$ cat config.mk
export PLATFORM = sky130hd
export DESIGN_NAME = remote_frame_decoder
export DESIGN_NICKNAME = d
export VERILOG_FILES = /design/src/hw/rtl/rfd_pkg.sv /design/src/hw/rtl/rfd_capture.sv /design/src/hw/rtl/rfd_check.sv /design/src/hw/rtl/remote_frame_decoder.sv
export VERILOG_INCLUDE_DIRS = /design/src /design/src/hw/rtl
export SDC_FILE = /design/constraint.sdc
export NUM_CORES = 1
export LEC_CHECK = 0
export ABC_AREA = 1
export BUFFER_PORTS_ARGS = -buffer_cell sky130_fd_sc_hd__buf_2
export CAP_MARGIN = 20
export CORE_ASPECT_RATIO = 1.25
export CORE_MARGIN = 5
export CORE_UTILIZATION = 25
export CTS_BUF_LIST = sky130_fd_sc_hd__clkbuf_4
export DETAILED_ROUTE_END_ITERATION = 7
export PLACE_DENSITY_LB_ADDON = 0.12
export SKIP_LAST_GASP = 1
export SYNTH_ARGS = -nofsm -noshare
export SYNTH_HDL_FRONTEND = slang
export SYNTH_SLANG_ARGS = --single-unit
$ cat constraint.sdc
create_clock -name aclk -period 4.45 [get_ports aclk]
set_clock_uncertainty 0.1 [all_clocks]
set_input_delay 0.89 -clock aclk [delete_from_list [all_inputs] [get_ports aclk]]
set_output_delay 0.89 -clock aclk [all_outputs]
set_load 0.005 [all_outputs]
$ cat src/hw/rtl/assert_macros.svh
// ----------------------------------------------------------------------------
// Assertion macros
// Shared concurrent assertion wrappers; empty when SYNTHESIS is defined.
// ----------------------------------------------------------------------------
`ifndef ASSERT_MACROS_SVH
`define ASSERT_MACROS_SVH

`ifndef SYNTHESIS

// Check prop at every rising edge of clk while rstn is high
`define RFD_ASSERT(label, clk, rstn, prop) \
    label: assert property (@(posedge clk) disable iff (!rstn) prop) \
        else $error("assertion failed");

// Check that cond never holds while rstn is high
`define RFD_ASSERT_NEVER(label, clk, rstn, cond) \
    label: assert property (@(posedge clk) disable iff (!rstn) !(cond)) \
        else $error("forbidden condition seen");

`else

`define RFD_ASSERT(label, clk, rstn, prop)
`define RFD_ASSERT_NEVER(label, clk, rstn, cond)

`endif

`endif

$ cat src/hw/rtl/rfd_pkg.sv
// ----------------------------------------------------------------------------
// rfd_pkg
// Types and constants of the remote frame decoder.
// ----------------------------------------------------------------------------
package rfd_pkg;

    localparam int FRAME_BYTES = 18;
    localparam int HEAD_LEN    = 6;
    localparam int COUNT_W     = 5;
    localparam int CH_W        = 11;
    localparam int SW_W        = 2;
    localparam int CFG_IDX_W   = 2;

    localparam logic [COUNT_W-1:0] COUNT_MAX   = 5'd31;
    localparam logic [CH_W-1:0]    CH_MIN_RST  = 11'd364;
    localparam logic [CH_W-1:0]    CH_MAX_RST  = 11'd1684;
    localparam logic [SW_W-1:0]    SW_LOWEST   = 2'd1;

    typedef enum logic [CFG_IDX_W-1:0] {
        REG_CHANNEL_MIN = 2'd0,
        REG_CHANNEL_MAX = 2'd1
    } reg_index_t;

    typedef struct packed {
        logic [7:0] rx_byte;
        logic       end_of_frame;
    } in_item_t;

    typedef struct packed {
        logic            frame_ok;
        logic [CH_W-1:0] stick_0;
        logic [CH_W-1:0] stick_1;
        logic [CH_W-1:0] stick_2;
        logic [CH_W-1:0] stick_3;
        logic [SW_W-1:0] left_switch;
        logic [SW_W-1:0] right_switch;
    } out_item_t;

    // One closed frame: final byte count and its first bytes
    typedef struct packed {
        logic [COUNT_W-1:0]           count;
        logic [HEAD_LEN-1:0][7:0]     head;
    } frame_t;

    // Handshake between the capture stage and the output stage
    typedef struct packed {
        logic valid;
        logic ready;
    } stage_ctl_t;

endpackage

$ cat src/hw/rtl/rfd_capture.sv
// ----------------------------------------------------------------------------
// rfd_capture
// Counts frame bytes, keeps the head bytes and registers each closed frame.
// ----------------------------------------------------------------------------
`include "assert_macros.svh"

module rfd_capture (
    input  logic                 aclk,
    input  logic                 aresetn,
    input  logic                 s_valid,
    input  rfd_pkg::in_item_t    s_payload,
    input  logic                 frame_take,
    output rfd_pkg::stage_ctl_t  ctl,
    output rfd_pkg::frame_t      frame
);

    localparam int CW = rfd_pkg::COUNT_W;
    localparam int HL = rfd_pkg::HEAD_LEN;

    logic [CW-1:0]       count_reg;
    logic [CW-1:0]       count_next;
    logic [CW-1:0]       count_inc;
    logic [HL-1:0][7:0]  head_reg;
    logic [HL-1:0][7:0]  head_merged;
    logic                frame_valid_reg;
    logic                frame_valid_next;
    rfd_pkg::frame_t     frame_reg;
    logic                in_fire;

    assign ctl.ready = !frame_valid_reg || frame_take;
    assign ctl.valid = frame_valid_reg;
    assign frame     = frame_reg;
    assign in_fire   = s_valid && ctl.ready;

    // Saturating count including the byte now arriving
    assign count_inc = (count_reg < rfd_pkg::COUNT_MAX) ? count_reg + CW'(1) : count_reg;

    always_comb begin
        for (int i = 0; i < HL; i++) begin
            head_merged[i] = (count_reg == CW'(i)) ? s_payload.rx_byte : head_reg[i];
        end
    end

    always_comb begin
        count_next = count_reg;
        if (in_fire) begin
            count_next = s_payload.end_of_frame ? '0 : count_inc;
        end
    end

    always_comb begin
        frame_valid_next = frame_valid_reg;
        if (in_fire && s_payload.end_of_frame) begin
            frame_valid_next = 1'b1;
        end else if (frame_take) begin
            frame_valid_next = 1'b0;
        end
    end

    always_ff @(posedge aclk) begin
        if (!aresetn) begin
            count_reg       <= '0;
            frame_valid_reg <= 1'b0;
        end else begin
            count_reg       <= count_next;
            frame_valid_reg <= frame_valid_next;
        end
    end

    always_ff @(posedge aclk) begin
        if (in_fire) begin
            head_reg <= head_merged;
        end
        if (in_fire && s_payload.end_of_frame) begin
            frame_reg.count <= count_inc;
            frame_reg.head  <= head_merged;
        end
    end

    `RFD_ASSERT(a_count_clears, aclk, aresetn,
        (in_fire && s_payload.end_of_frame) |=> (count_reg == '0))
    `RFD_ASSERT(a_count_moves, aclk, aresetn,
        (in_fire && !s_payload.end_of_frame) |=> (count_reg != '0))

endmodule

$ cat src/hw/rtl/rfd_check.sv
// ----------------------------------------------------------------------------
// rfd_check
// Unpacks the stick and switch fields of a closed frame and validates them.
// ----------------------------------------------------------------------------
module rfd_check (
    input  rfd_pkg::frame_t                 frame,
    input  logic [rfd_pkg::CH_W-1:0]        channel_min,
    input  logic [rfd_pkg::CH_W-1:0]        channel_max,
    output rfd_pkg::out_item_t              result
);

    localparam int CHW = rfd_pkg::CH_W;
    localparam int SWW = rfd_pkg::SW_W;

    logic [3:0][CHW-1:0] stick;
    logic [3:0]          in_range;
    logic [SWW-1:0]      sw_left;
    logic [SWW-1:0]      sw_right;
    logic                len_ok;
    logic                ok;

    // Little-endian packed 11-bit channels across the first six bytes
    assign stick[0] = {frame.head[1][2:0], frame.head[0]};
    assign stick[1] = {frame.head[2][5:0], frame.head[1][7:3]};
    assign stick[2] = {frame.head[4][0], frame.head[3], frame.head[2][7:6]};
    assign stick[3] = {frame.head[5][3:0], frame.head[4][7:1]};

    assign sw_left  = frame.head[5][7:6];
    assign sw_right = frame.head[5][5:4];

    always_comb begin
        for (int i = 0; i < 4; i++) begin
            in_range[i] = (stick[i] >= channel_min) && (stick[i] <= channel_max);
        end
    end

    assign len_ok = (frame.count == rfd_pkg::COUNT_W'(rfd_pkg::FRAME_BYTES));
    assign ok     = len_ok && (&in_range)
                 && (sw_left >= rfd_pkg::SW_LOWEST) && (sw_right >= rfd_pkg::SW_LOWEST);

    // Zero every data field of a rejected frame
    always_comb begin
        result.frame_ok     = ok;
        result.stick_0      = ok ? stick[0] : '0;
        result.stick_1      = ok ? stick[1] : '0;
        result.stick_2      = ok ? stick[2] : '0;
        result.stick_3      = ok ? stick[3] : '0;
        result.left_switch  = ok ? sw_left  : '0;
        result.right_switch = ok ? sw_right : '0;
    end

endmodule

$ cat src/hw/rtl/remote_frame_decoder.sv
// ----------------------------------------------------------------------------
// remote_frame_decoder
// Decodes radio remote receiver frames arriving one byte per transfer.
// ----------------------------------------------------------------------------
// Channel   Direction  Payload             Meaning
// s_        in         rfd_pkg::in_item_t  frame byte plus end-of-frame flag
// m_        out        rfd_pkg::out_item_t one result per closed frame
// cfg_      in         cfg_wdata, 11 bits  channel_min (0), channel_max (1)
//
// One byte per cycle is accepted while s_ready is high. The transfer of a
// frame's final byte loads the frame register; the checked result then
// moves into the output register, and raises m_valid, once that register
// is empty or being drained. Reset clears the byte count and both valid
// flags and loads the default channel limits. A stalled result holds in
// the output register while the frame register behind it can still take
// one more frame; only when both are full does s_ready drop.
// ----------------------------------------------------------------------------
`include "assert_macros.svh"

module remote_frame_decoder (
    input  logic                          aclk,
    input  logic                          aresetn,
    input  logic                          s_valid,
    output logic                          s_ready,
    input  rfd_pkg::in_item_t             s_payload,
    output logic                          m_valid,
    input  logic                          m_ready,
    output rfd_pkg::out_item_t            m_payload,
    input  logic                          cfg_we,
    input  logic [rfd_pkg::CFG_IDX_W-1:0] cfg_index,
    input  logic [rfd_pkg::CH_W-1:0]      cfg_wdata
);

    logic [rfd_pkg::CH_W-1:0] channel_min_reg;
    logic [rfd_pkg::CH_W-1:0] channel_max_reg;
    rfd_pkg::stage_ctl_t      cap_ctl;
    rfd_pkg::frame_t          frame;
    rfd_pkg::out_item_t       result;
    rfd_pkg::out_item_t       m_payload_reg;
    logic                     m_valid_reg;
    logic                     m_valid_next;
    logic                     out_adv;

    // Advance the output register when it is empty or being drained
    assign out_adv = !m_valid_reg || m_ready;

    rfd_capture u_capture (
        .aclk       (aclk),
        .aresetn    (aresetn),
        .s_valid    (s_valid),
        .s_payload  (s_payload),
        .frame_take (out_adv),
        .ctl        (cap_ctl),
        .frame      (frame)
    );

    rfd_check u_check (
        .frame       (frame),
        .channel_min (channel_min_reg),
        .channel_max (channel_max_reg),
        .result      (result)
    );

    assign s_ready   = cap_ctl.ready;
    assign m_valid   = m_valid_reg;
    assign m_payload = m_payload_reg;

    // Configuration writes; drop unknown indexes
    always_ff @(posedge aclk) begin
        if (!aresetn) begin
            channel_min_reg <= rfd_pkg::CH_MIN_RST;
            channel_max_reg <= rfd_pkg::CH_MAX_RST;
        end else if (cfg_we) begin
            unique case (rfd_pkg::reg_index_t'(cfg_index))
                rfd_pkg::REG_CHANNEL_MIN: channel_min_reg <= cfg_wdata;
                rfd_pkg::REG_CHANNEL_MAX: channel_max_reg <= cfg_wdata;
                default: ;
            endcase
        end
    end

    always_comb begin
        m_valid_next = m_valid_reg;
        if (out_adv) begin
            m_valid_next = cap_ctl.valid;
        end
    end

    always_ff @(posedge aclk) begin
        if (!aresetn) begin
            m_valid_reg <= 1'b0;
        end else begin
            m_valid_reg <= m_valid_next;
        end
    end

    // Load the checked frame into the output register
    always_ff @(posedge aclk) begin
        if (out_adv && cap_ctl.valid) begin
            m_payload_reg <= result;
        end
    end

    `RFD_ASSERT(a_backpressure, aclk, aresetn,
        (cap_ctl.valid && m_valid_reg && !m_ready) |-> !s_ready)
    `RFD_ASSERT(a_frame_moves, aclk, aresetn,
        (cap_ctl.valid && out_adv) |=> m_valid_reg)
    `RFD_ASSERT_NEVER(a_reject_zero, aclk, aresetn,
        m_valid_reg && !m_payload_reg.frame_ok
        && ((m_payload_reg.stick_0 != '0) || (m_payload_reg.stick_1 != '0)
            || (m_payload_reg.stick_2 != '0) || (m_payload_reg.stick_3 != '0)
            || (m_payload_reg.left_switch != '0) || (m_payload_reg.right_switch != '0)))

endmodule

==> flow_summary_export.csv <==
group,metric,value,unit
drt,vias,6018,
drt,drtIter0Drc,352,
logic_synthesis,syn_avg_cell_area,10.1,um2
layout,largest_register_ffs,53,
logic_synthesis,yosys_warnings,0,
logic_synthesis,synth_ff_type,"edfxtp_1",
grt,antenna_found_initial,1,
floorplan,coreArea,0.0353,mm2
logic_synthesis,synth_edf_count,150,
logic_synthesis,synthTopCellsByCount,"nand2_1, edfxtp_1, inv_1",
logic_synthesis,async_reset_ff_frac,0,
hold_path,hold_path_depth,3,
grt,grt-ovfl-total,0,
drt,first_pass_iters,4,
run,drv_cap,0,
worst_setup_path,crit_arrival,3130,ps
layout,finalInstanceArea,0.0101,mm2
hold_path,min_from,"cfg_wdata[7]",
grt,grt_pass1_wl,37300,um
floorplan,start_util,0.253,
clock_network,cts_buffers,17,
clock_network,cts_hold_buf,0,
clock_network,clk_latency,630,ps
pwr,p_leak,4.49,nW
timing,finalSetupTns,0,ps
worst_setup_path,r2r-end,"m_payload[28]",
clock_network,cts_tree,"done",
placement,hpwlAfterDp,18300,um
clock_network,cts_sinks,179,
logic_synthesis,yosys.area.top_type,"edfxtp_1",
clock_network,clk_pin_slew_worst_paths,150,ps
logic_synthesis,syn-cell-area,0.00890,mm2
hold_path,whs_endpoint,"channel_max_reg[7]",
logic_synthesis,yosysUniqueCellTypes,28,
placement,gp_routability_congestion,0.813,
timing,setup_viol_count_final,0,
hold_path,worst_hold_path_type,"in2reg",
drt,wl_per_cell,16.9,um
worst_setup_path,crit_path_end_kind,"flip-flop",
logic_synthesis,seq_area_frac_synth,0.571,
layout,drive_above_1_share,0.138,
timing,period_share,0.645,
worst_setup_path,r2r_start,"channel_min_reg[10]",
floorplan,dieHeight,221,um
logic_synthesis,ys_ff_latch,179,
logic_synthesis,postSynthCellCount,881,
placement,place_area,0.00984,mm2
grt,grt_start_max_net_pins,54,
layout,area_growth,13.4,%
floorplan,die-area,0.0395,mm2
placement,portBuffers,77,
floorplan,ios,78,
pwr,power_density,316,mW/mm2
logic_synthesis,synthTopCellsByArea,"edfxtp_1, ha_1, nand2_1",
clock_network,cts_max_level,4,
worst_setup_path,crit_required,4710,ps
worst_setup_path,critPathKind,"reg2reg",
worst_setup_path,r2r_slack,1580,ps
layout,final_nets,1083,
logic_synthesis,synth_most_common_cell,"nand2_1",
logic_synthesis,syn-num-nets,1000,
clock_network,clockRootBuffer,"clkbuf_4",
drt,ant_nets,0,
logic_synthesis,yosysTopAreaCellShare,0.506,
clock_network,clock_path_buffers,2,
worst_setup_path,path_max_fanout,45,
grt,track_usage,0.129,
drt,drt-total-wl,24500,um
floorplan,die_w,179,um
clock_network,postCtsSetupBuffers,0,
worst_setup_path,reg2reg_depth,13,
floorplan,rows,77,
timing,finalCriticalPeriod,2870,ps
run_status,status,"finished clean",
timing,relSlewSlack,0.454,
pwr,irDropWorstVdd,0.119,mV
timing,tightest_slew,816,ps
grt,grt_pass1_vias,5854,
timing,rsz0062_at_grt,"false",
drt,routed_via_density,4.14,
worst_setup_path,startpoint_type,"flip-flop",
drt,drcViolationCount,0,
timing,max_freq,0.348,GHz
timing,finalHoldViolations,0,
timing,slew_viol_final,0,
clock_network,cts-resized-gates,0,
-- logic make-up (layout without fill, tap and decap cells) --
| group | count (synthesis) | count (layout) | synth area share |
|---|---|---|---|
| and+or+nand+nor | 330 | 330 | 0.156 |
| DFF | 179 | 179 | 0.571 |
| buffers and inverters | 151 | 247 | 0.0669 |
| AOI/OAI and AO/OA | 129 | 129 | 0.0773 |
| adders and majority gates | 92 | 92 | 0.129 |
| other | 0 | 1 | 0 |
-- power breakdown --
part | internal (W) | switching [W] | total (W)
clock | 0.000286 | 0.000602 | 0.000889
combinational | 0.000116 | 0.000239 | 0.000356
sequential | 0.00190 | 0.0000442 | 0.00194
total | 0.00230 | 0.000886 | 0.00319
-- stage by stage --
stage	worst slack, ps	utilization	hold WS (ps)	total power [W]	std cells
4_1_cts	1510	0.286	305	0.00326	1451
3_5_place_dp	1570	0.279	426	0.00235	1419
6_report	1580	0.286	400	0.00319	1452
2_1_floorplan	429	-	351	0.00220	881
3_3_place_gp	1590	0.279	426	0.00234	1419
5_1_grt	1330	0.286	324	0.00337	1452
-- worst max-delay path, stage by stage (launching register included) --
cell and delay (ps):
dfxtp_1 330, inv_1 270, ha_1 310, nand2_1 140, inv_1 50, a21oi_1 130, nand2_1 70, nor2_1 100
nand2_1 130, nand2_1 100, nor2_2 40, nand3_2 120, buf_4 580, nor2_1 80
-- placed cells by master, fill, tap and decap left out --
cell type,n
a21o_1,5
edfxtp_1,150
clkinv_1,2
o21a_1,1
clkinvlp_4,5
clkinv_2,3
a21oi_4,1
nor3_1,3
ha_1,92
bufinv_16,1
dfxtp_1,29
inv_6,1
nand3_1,18
clkinv_4,2
and2_1,3
nor2_1,88
o21ai_0,67
a21oi_1,42
nor3b_1,2
nand3b_1,3
inv_1,124
inv_2,8
nand4_1,6
buf_4,5
nand3_2,1
o21ai_1,2
a22oi_1,1
clkbuf_4,19
buf_2,77
nor2_4,10
nand2_1,194
nor2_2,2
o211ai_1,10
diode_2,1
-- routing by layer --
layer,up-vias,track usage,part of all wire
li1,3121,-,-
met2,114,0.203,0.47
met4,0,0.0471,0.021
met1,2764,0.174,0.48
met5,-,0,0
met3,19,0.0266,0.034
-- worst max-delay path by stage --
stage / from / to / slack (ps) / depth (start not counted)
after floorplan: m_ready / u_capture.frame[0] / 430 / 4
final: channel_min_reg[10] / m_payload[28] / 1580 / 13
after detailed placement: channel_min_reg[10] / m_payload[4] / 1570 / 13
after CTS: channel_min_reg[10] / m_payload[4] / 1510 / 13
after global routing: channel_min_reg[10] / m_payload[32] / 1330 / 13
after global placement: channel_min_reg[10] / m_payload[37] / 1590 / 13
-- cell type report --
cell class                      count  area [um2]
Antenna cell                        1        2.50
Clock buffer                       19         143
Clock inverter                     13         113
Fill cell                        3771       25200
Inverter                          133         499
Multi-Input combinational cell    551        3240
Sequential cell                   179        5080
Tap cell                          474         593
Timing Repair Buffer               82         423
No activity file was read; power rests on OpenSTA's default activity.
